--- src/sv/fmp_pkg.sv ---
// ----------------------------------------------------------------------------
// fmp_pkg
// Shared types, widths and the microcode table of the Fibonacci matrix
// power block.
// ----------------------------------------------------------------------------
package fmp_pkg;

    localparam int unsigned IDX_W  = 31;
    localparam int unsigned DATA_W = 32;
    localparam int unsigned CNT_W  = $clog2(IDX_W);
    localparam int unsigned PC_W   = 2;

    typedef logic [PC_W-1:0] pc_t;

    localparam pc_t PC_INIT = 2'd0;
    localparam pc_t PC_MUL  = 2'd1;
    localparam pc_t PC_UPD  = 2'd2;
    localparam pc_t PC_OUT  = 2'd3;

    // Branch conditions of a control word
    typedef enum logic [2:0] {
        COND_NEXT = 3'd0,   // advance to the following step
        COND_JUMP = 3'd1,   // always branch
        COND_ZERO = 3'd2,   // branch when the index is zero
        COND_MORE = 3'd3,   // branch while exponent bits remain
        COND_HOLD = 3'd4    // stay while the result register is occupied
    } cond_t;

    // Datapath strobes
    typedef struct packed {
        logic init;
        logic mul;
        logic upd;
        logic out_load;
    } ctrl_t;

    // Datapath status seen by the sequencer
    typedef struct packed {
        logic n_zero;
        logic last_bit;
    } dp_status_t;

    typedef struct packed {
        ctrl_t ops;
        cond_t cond;
        pc_t   target;
        logic  last;
    } ucode_t;

    function automatic ucode_t ucode_fetch(input pc_t pc);
        ucode_t w;
        w = '0;
        w.cond = COND_NEXT;
        case (pc)
            PC_INIT:
            begin
                w.ops.init = 1'b1;
                w.cond     = COND_ZERO;
                w.target   = PC_OUT;
            end
            PC_MUL:
            begin
                w.ops.mul = 1'b1;
                w.cond    = COND_NEXT;
                w.target  = PC_UPD;
            end
            PC_UPD:
            begin
                w.ops.upd = 1'b1;
                w.cond    = COND_MORE;
                w.target  = PC_MUL;
            end
            PC_OUT:
            begin
                w.ops.out_load = 1'b1;
                w.cond         = COND_HOLD;
                w.target       = PC_OUT;
                w.last         = 1'b1;
            end
            default:
            begin
                w = '0;
                w.cond = COND_NEXT;
            end
        endcase
        return w;
    endfunction

endpackage

--- src/sv/fibonacci_matrix_power.sv ---
// ----------------------------------------------------------------------------
// fibonacci_matrix_power
// A non-zero index runs one set-up step, a multiply and an update step per
// exponent bit over 31 bits, and one output step; index zero goes from the
// set-up step straight to the output step. A new index is taken only once the
// previous result has been loaded into the output register, and the output
// step waits while an earlier result has not yet been taken.
// Reset clears the sequencer and the result valid flag; data registers keep.
// ----------------------------------------------------------------------------
module fibonacci_matrix_power (
    input  logic                              clk,
    input  logic                              rst_n,
    input  logic                              in_valid,
    output logic                              in_ready,
    input  logic        [fmp_pkg::IDX_W-1:0]  index,
    output logic                              out_valid,
    input  logic                              out_ready,
    output logic signed [fmp_pkg::DATA_W-1:0] fib_value
);
    import fmp_pkg::*;

    ctrl_t             ctrl;
    dp_status_t        status;
    logic              busy;
    logic              in_fire;
    logic              out_blocked;
    logic [DATA_W-1:0] result;
    logic              out_valid_reg;
    logic              out_valid_next;
    logic [DATA_W-1:0] fib_value_reg;

    assign in_ready    = !busy;
    assign in_fire     = in_valid && in_ready;
    assign out_blocked = out_valid_reg && !out_ready;

    fmp_seq u_seq (
        .clk         (clk),
        .rst_n       (rst_n),
        .start       (in_fire),
        .status      (status),
        .out_blocked (out_blocked),
        .ctrl        (ctrl),
        .busy        (busy)
    );

    fmp_datapath u_dp (
        .clk      (clk),
        .load_idx (in_fire),
        .index    (index),
        .ctrl     (ctrl),
        .status   (status),
        .result   (result)
    );

    // Output register: load on the final step, drop once taken
    always_comb
    begin
        out_valid_next = out_valid_reg;
        if (ctrl.out_load)
            out_valid_next = 1'b1;
        else if (out_ready)
            out_valid_next = 1'b0;
    end

    always_ff @(posedge clk or negedge rst_n)
    begin
        if (!rst_n)
            out_valid_reg <= 1'b0;
        else
            out_valid_reg <= out_valid_next;
    end

    always_ff @(posedge clk)
    begin
        if (ctrl.out_load)
            fib_value_reg <= result;
    end

    assign out_valid = out_valid_reg;
    assign fib_value = fib_value_reg;

endmodule

--- src/sv/fmp_seq.sv ---
// ----------------------------------------------------------------------------
// fmp_seq
// Microcode sequencer: step counter, control ROM and branch logic.
// ----------------------------------------------------------------------------
module fmp_seq (
    input  logic                clk,
    input  logic                rst_n,
    input  logic                start,
    input  fmp_pkg::dp_status_t status,
    input  logic                out_blocked,
    output fmp_pkg::ctrl_t      ctrl,
    output logic                busy
);
    import fmp_pkg::*;

    logic   busy_reg;
    logic   busy_next;
    pc_t    pc_reg;
    pc_t    pc_next;
    ucode_t word;
    logic   take;
    logic   hold;

    always_comb
    begin
        word = ucode_fetch(pc_reg);
        case (word.cond)
            COND_JUMP: take = 1'b1;
            COND_ZERO: take = status.n_zero;
            COND_MORE: take = !status.last_bit;
            default:   take = 1'b0;
        endcase
        hold = (word.cond == COND_HOLD) && out_blocked;

        ctrl = '0;
        if (busy_reg)
        begin
            ctrl          = word.ops;
            ctrl.out_load = word.ops.out_load && !hold;
        end

        busy_next = busy_reg;
        pc_next   = pc_reg;
        if (!busy_reg)
        begin
            if (start)
            begin
                busy_next = 1'b1;
                pc_next   = PC_INIT;
            end
        end
        else if (!hold)
        begin
            if (word.last)
                busy_next = 1'b0;
            else if (take)
                pc_next = word.target;
            else
                pc_next = pc_reg + 1'b1;
        end
    end

    always_ff @(posedge clk or negedge rst_n)
    begin
        if (!rst_n)
        begin
            busy_reg <= 1'b0;
            pc_reg   <= PC_INIT;
        end
        else
        begin
            busy_reg <= busy_next;
            pc_reg   <= pc_next;
        end
    end

    assign busy = busy_reg;

endmodule

--- src/sv/fmp_datapath.sv ---
// ----------------------------------------------------------------------------
// fmp_datapath
// Matrix power datapath. The working power of [[1,1],[1,0]] is kept as
// a = F(k+1), b = F(k); the lower-right entry is a - b.
// ----------------------------------------------------------------------------
module fmp_datapath (
    input  logic                       clk,
    input  logic                       load_idx,
    input  logic [fmp_pkg::IDX_W-1:0]  index,
    input  fmp_pkg::ctrl_t             ctrl,
    output fmp_pkg::dp_status_t        status,
    output logic [fmp_pkg::DATA_W-1:0] result
);
    import fmp_pkg::*;

    logic [IDX_W-1:0]  index_reg;
    logic [IDX_W-1:0]  exp_reg;
    logic [CNT_W-1:0]  cnt_reg;
    logic [DATA_W-1:0] a_reg;
    logic [DATA_W-1:0] b_reg;
    logic [DATA_W-1:0] paa_reg;
    logic [DATA_W-1:0] pbb_reg;
    logic [DATA_W-1:0] pbx_reg;
    logic [DATA_W-1:0] a_next;
    logic [DATA_W-1:0] b_next;
    logic [DATA_W-1:0] twoa_b;
    logic [DATA_W-1:0] sq_a;
    logic [DATA_W-1:0] sq_b;

    // Squaring: a' = a*a + b*b, b' = b*(2a - b)
    assign twoa_b = {a_reg[DATA_W-2:0], 1'b0} - b_reg;
    assign sq_a   = paa_reg + pbb_reg;
    assign sq_b   = pbx_reg;

    always_comb
    begin
        a_next = a_reg;
        b_next = b_reg;
        if (ctrl.init)
        begin
            a_next = DATA_W'(1);
            b_next = '0;
        end
        else if (ctrl.upd)
        begin
            // set bit: multiply by the base matrix as well
            if (exp_reg[cnt_reg])
            begin
                a_next = sq_a + sq_b;
                b_next = sq_a;
            end
            else
            begin
                a_next = sq_a;
                b_next = sq_b;
            end
        end
    end

    always_ff @(posedge clk)
    begin
        if (load_idx)
            index_reg <= index;
        if (ctrl.init)
        begin
            exp_reg <= index_reg - 1'b1;
            cnt_reg <= CNT_W'(IDX_W - 1);
        end
        else if (ctrl.upd)
            cnt_reg <= cnt_reg - 1'b1;
        if (ctrl.mul)
        begin
            paa_reg <= a_reg * a_reg;
            pbb_reg <= b_reg * b_reg;
            pbx_reg <= b_reg * twoa_b;
        end
        a_reg <= a_next;
        b_reg <= b_next;
    end

    assign status.n_zero   = (index_reg == '0);
    assign status.last_bit = (cnt_reg == '0);
    assign result          = status.n_zero ? '0 : a_reg;

endmodule

--- config.mk ---
export PLATFORM = sky130hd
export DESIGN_NAME = fibonacci_matrix_power
export DESIGN_NICKNAME = d
export VERILOG_FILES = /design/src/sv/fmp_pkg.sv /design/src/sv/fibonacci_matrix_power.sv /design/src/sv/fmp_seq.sv /design/src/sv/fmp_datapath.sv
export SDC_FILE = /design/constraint.sdc
export NUM_CORES = 2
export LEC_CHECK = 0
export BUFFER_PORTS_ARGS = -buffer_cell sky130_fd_sc_hd__buf_2
export CORE_ASPECT_RATIO = 1.4
export CORE_MARGIN = 5
export CORE_UTILIZATION = 50
export DETAILED_ROUTE_END_ITERATION = 8
export GPL_TIMING_DRIVEN = 0
export PLACE_DENSITY = 0.74
export SYNTH_ARGS = -nofsm -noshare
export SYNTH_HDL_FRONTEND = slang
export SYNTH_SLANG_ARGS = --single-unit
--- constraint.sdc ---
create_clock -name clk -period 10.2 [get_ports clk]
set_input_delay 0.51 -clock clk [delete_from_list [all_inputs] [get_ports clk]]
set_output_delay 0.51 -clock clk [all_outputs]
set_load 0.1 [all_outputs]
== Word-level counts from Yosys, hierarchy flattened ==
Index checks and enable logic that the tools add are counted.
Storage, ports and cells
  bits in registers: 263
  input bits: 35
  output and inout bits: 34
  logic and storage cells: 67
Cells by class
  add/subtract/negate cells: 6
  $mul: 3
  magnitude comparators: 1
  equality and inequality tests: 9
  multiplexer cells: 22
  reduce and logical (&&, ||, !) cells: 14
Operators by type and width (count)
  $mul A32 B32 Y32: 3
  $add A32 B32 Y32: 2
  $mux W32: 2
  $sub A32 B32 Y32: 1
  $logic_not A31 Y1: 1
  $sub A31 B1 Y31 const B: 1
  $pmux W5 S4: 1
  $mux W1: 11
  $mux W2: 5
  $eq A3 B2 Y1 const B: 2
  $lt A5 B6 Y1 const B: 1
  $bmux W1 S5: 1
  $logic_not A5 Y1: 1
  $sub A5 B1 Y5 const B: 1
  $eq A2 B2 Y1 const B: 2
  $logic_and A1 B1 Y1: 4
  $logic_not A1 Y1: 4
  $mux W4: 1
  $ne A2 B2 Y1 const B: 2
  $reduce_bool A2 Y1: 2
  $eq A3 B1 Y1 const B: 1
  $eq A3 B3 Y1 const B: 1
  $pmux W1 S3: 1
  $reduce_and A3 Y1: 1
  3 further kinds: 3

== Depth between registers and ports, before layout ==
  depth after elaboration: 8
  depth in mapped cells: 46

== Hierarchy ==
From an unflattened synthesis, not the netlist that was laid out.
Unflattened totals
  cell total of the unflattened synthesis: 5816
  area, all modules: 55338.1 um2
By module, submodules not included
  fmp_datapath: times used 1, cells an instance 5749, area each 54029.3 um2
  fibonacci_matrix_power: times used 1, cells an instance 37, area each 1016.0 um2
  fmp_seq: times used 1, cells an instance 30, area each 292.8 um2

== Worst setup path before layout ==
Ideal clock, no wire load.
  path type: register to register
  start: reg u_dp.b_reg[2]
  end: reg u_dp.pbx_reg[31] (data pin)
  data arrival time: 10339 ps
  data required time: 9940 ps
  path slack: -399 ps
  cell stages (with the launch flop): 45
  path buffers: 2
  clock period less this slack: 10599 ps
  cells stage by stage: dfxtp_1 clkbuf_1 inv_1 buf_1 ha_1 a211oi_1 o21ai_1 a311o_2 a31oi_4 o221ai_2 a311oi_2 o21ai_0 a21o_1 a2111oi_0 or3_1 xnor2_1 and2_1 fa_1 [... 9 more ...] fa_1 fa_1 xnor2_1 xnor2_1 xnor2_1 xnor3_1 xor2_1 xnor2_1 xnor2_1 xnor2_1 xnor2_1 xnor2_1 xnor2_1 xnor2_1 xnor2_1 xnor3_1 xnor2_1 xnor2_1
On the way
  cells in the longest elaborated chain, start to end: 2
Ends and longest elaborated chain
  start, declared: line fmp_datapath.sv:20  | logic [DATA_W-1:0] b_reg;
  start signal, assigned: line fmp_datapath.sv:78  | b_reg <= b_next;
  $sub A32 B32 Y32: line fmp_datapath.sv:31  | assign twoa_b = {a_reg[DATA_W-2:0], 1'b0} - b_reg;
  $mul A32 B32 Y32 *: line fmp_datapath.sv:75  | pbx_reg <= b_reg * twoa_b;
  end signal, assigned: line fmp_datapath.sv:75
  end, declared: line fmp_datapath.sv:23  | logic [DATA_W-1:0] pbx_reg;
Every way passes the cells marked *; elsewhere a longest branch is shown, timed or not.
A chain may end at the register's enable or synchronous reset.

== Worst setup path in the final report ==
  start: reg u_dp.a_reg[6]
  end: reg u_dp.pbx_reg[31] (data pin)
On the way
  cells in the longest elaborated chain, start to end: 2
Ends and longest elaborated chain
  start, declared: line fmp_datapath.sv:19  | logic [DATA_W-1:0] a_reg;
  start signal, assigned: line fmp_datapath.sv:77  | a_reg <= a_next;
  $sub A32 B32 Y32: line fmp_datapath.sv:31
  $mul A32 B32 Y32: line fmp_datapath.sv:75
Every way passes these cells.

==> flow_summary.json <==
{
  "fillers": 9709,
  "worstPathRequired_ns": 10.51,
  "slew_violations": 0,
  "drv_cap": 0,
  "drtIter0Drc": 3366,
  "fmax_mhz": 89.0,
  "final-setup-viol-count": 3,
  "synth.avg_cell_area_um2": 9.49,
  "hold_viol_final": 0,
  "cts_root_buffer": "clkbuf_16",
  "ys_warn_count": 0,
  "wl_mm": 181,
  "grt.total_usage": 0.310,
  "tightestPinTransition_ns": 1.32,
  "num_vias": 41557,
  "yosysTopAreaCell": "fa_1",
  "synth_area_um2": 55100,
  "rows": 144,
  "design_area_um2": 59100,
  "pin_count": 69,
  "drive_gt1_frac": 0.0508,
  "final_common_cell": "inv_1",
  "port_buffers": 68,
  "maxSlewHeadroom": 0.117,
  "cp.arrival_ns": 11.55,
  "cp_max_fo": 9,
  "drt_pre_antenna_iters": 8,
  "die_w_um": 290,
  "synth_area_leaders": "fa_1 (42%), ha_1 (11%), edfxtp_1 (10%)",
  "cp_slowest_cell": "dfxtp_1",
  "grt_pass1_vias": 45465,
  "min_period_ns": 11.24,
  "worstHoldPathType": "in2reg",
  "cts_tree": "done",
  "end_kind": "register",
  "synth_top_area_frac": 0.416,
  "grt_pass1_wl_mm": 272,
  "dpl.hpwl_mm": 149,
  "clkTransAtPathRegs_ns": 0.07,
  "drc": 0,
  "startpoint_type": "register",
  "grt_remaining_overflow": 0,
  "insertion_delay_ns": 0.60,
  "synth_seq_cells": 260,
  "fin_crit_sh": 1.10,
  "synthCells": 5804,
  "yosysUniqueCellTypes": 78,
  "routabilityCongestion": 1.03,
  "syn_nets": 7462,
  "core_area_um2": 110000,
  "area_growth_syn_to_layout_pct": 7.34,
  "synth_edf_count": 187,
  "grt_max_degree": 58,
  "final_cell_mix": "inv_1 (1,432), fa_1 (1,140), nand2_1 (653)",
  "die_area_um2": 117000,
  "routed_via_density": 5.61,
  "initial_utilization": 0.502,
  "postRouteAntennaNets": 0,
  "rsz0062_at_grt": "yes",
  "antenna_found_initial": 8,
  "clock_sinks": 260,
  "failed_checks": "negative setup slack",
  "htree_levels": 1,
  "outcome": "complete, but fails checks",
  "ys.flop_type": "edfxtp_1",
  "die_y_um": 403,
  "clock-skew-final_ns": 0.0313,
  "clockBufferDepth": 3,
  "wl_per_cell_um": 24.4,
  "critPathMostFrequentCell": "xnor2_1",
  "path_class": "reg2reg",
  "place_area_um2": 57400,
  "numCtsBuffers": 24,
  "async_reset_ff_frac": 0.0154,
  "critical_path.max_stage_delay_ns": 0.74,
  "nets": 7586,
  "seq_area_frac_synth": 0.129,
  "setup_slack_ns": -1.04
}
-- cells in the mapped netlist (4+ instances only) --
cell type / instances
a21oi_1: 134
dfrtp_1: 4
nand2_1: 654
nand2b_1: 9
nor4_1: 10
and3_1: 12
clkinv_1: 10
or4_1: 4
o31ai_1: 8
a21boi_0: 6
and2_2: 4
nor3_1: 51
or2_2: 6
a211oi_1: 55
ha_1: 479
edfxtp_1: 187
o21bai_1: 37
xnor2_1: 211
inv_1: 1443
o211ai_1: 10
or3_1: 14
xor2_1: 73
clkbuf_1: 208
o21a_1: 16
dfxtp_1: 69
nor2b_1: 44
a31oi_1: 13
mux4_2: 9
nand3_1: 33
inv_2: 4
buf_1: 7
o41ai_1: 4
a21o_1: 55
nand4_1: 6
fa_1: 1144
mux2i_1: 36
a311oi_1: 5
o21ai_0: 88
and2_1: 279
nor2_1: 299
-- worst max-delay path, delay by kind of cell, from the launching register on --
family | cells | cell delay, ns
simple gates | 4 | 0.65
fa+ha+maj | 9 | 3.93
flops | 1 | 0.74
xor+xnor | 17 | 3.31
compound gates | 8 | 2.00
buf+inv | 5 | 0.34
-- routing by layer --
metal  routed length, µm  up-vias  global-route usage
met1               57000    20796               0.325
met5                   8        -                   0
met4               21400        2               0.273
met2               86500     2203               0.525
li1                    -    17640                   -
met3               15700      916              0.0661
-- timing repair --
action	in CTS	in global routing
pin swaps	27	40
setup buffers	26	15
setup endpoints to repair	13	9
resized for setup	111	62
endpoints found under the hold margin	4	0
hold buffers	1	0
-- per-stage QoR --
step           hold WS (ns)  worst slack [ns]  setup TNS [ns]   util  cells
2_1_floorplan         0.214          0.000696               0      -   5804
3_3_place_gp          0.318             -2.84          -12.52  0.522   7332
3_5_place_dp          0.316             -2.99          -13.06  0.523   7335
4_1_cts              0.0920            -0.977           -1.21  0.536   7393
5_1_grt              0.0998             -1.24           -1.84  0.539   7406
6_report              0.109             -1.04           -1.29  0.539   7408
-- kinds of logic after synthesis --
kind of cell / count (synthesis) / share of synthesized area
muxes: 45 / 0.0102
DFF: 260 / 0.129
adders and majority gates: 1623 / 0.525
buffers and inverters: 1674 / 0.114
and+or+nand+nor: 1438 / 0.119
xor gates and xnor gates: 288 / 0.0467
AOI/OAI and AO/OA: 476 / 0.0563
-- final timing paths --
check	start	to	slack, ns	cells after the start
setup / recovery	u_dp.a_reg[6]$_SDFFE_PP0P_	u_dp.pbx_reg[31]$_DFFE_PP_	-1.04	43
hold / removal	index[2]	u_dp.index_reg[2]$_DFFE_PP_	0.11	1
setup reg to reg	u_dp.a_reg[6]$_SDFFE_PP0P_	u_dp.pbx_reg[31]$_DFFE_PP_	-1.04	43
hold reg to reg	u_dp.b_reg[31]$_SDFFE_PP0P_	u_dp.b_reg[31]$_SDFFE_PP0P_	0.55	2
max in group asynchronous	rst_n	u_seq.pc_reg[1]$_DFFE_PN0P_	9.81	2
min in group asynchronous	rst_n	out_valid$_DFFE_PN0P_	0.27	2
-- layout make-up --
type	instances	area, µm²	share of cell area
Multi-Input combinational cell	3870	42200	0.713
Clock inverter	16	168	0.00284
Inverter	1457	5540	0.0936
Clock buffer	28	657	0.0111
Buffer	202	913	0.0155
Antenna cell	2	5.00	0.0000847
Tap cell	1460	1830	0.0309
Timing Repair Buffer	113	726	0.0123
Sequential cell	260	7130	0.121
Power is not shown: default switching activity piles up to over one toggle a cycle in this logic, so the estimate is an artifact.
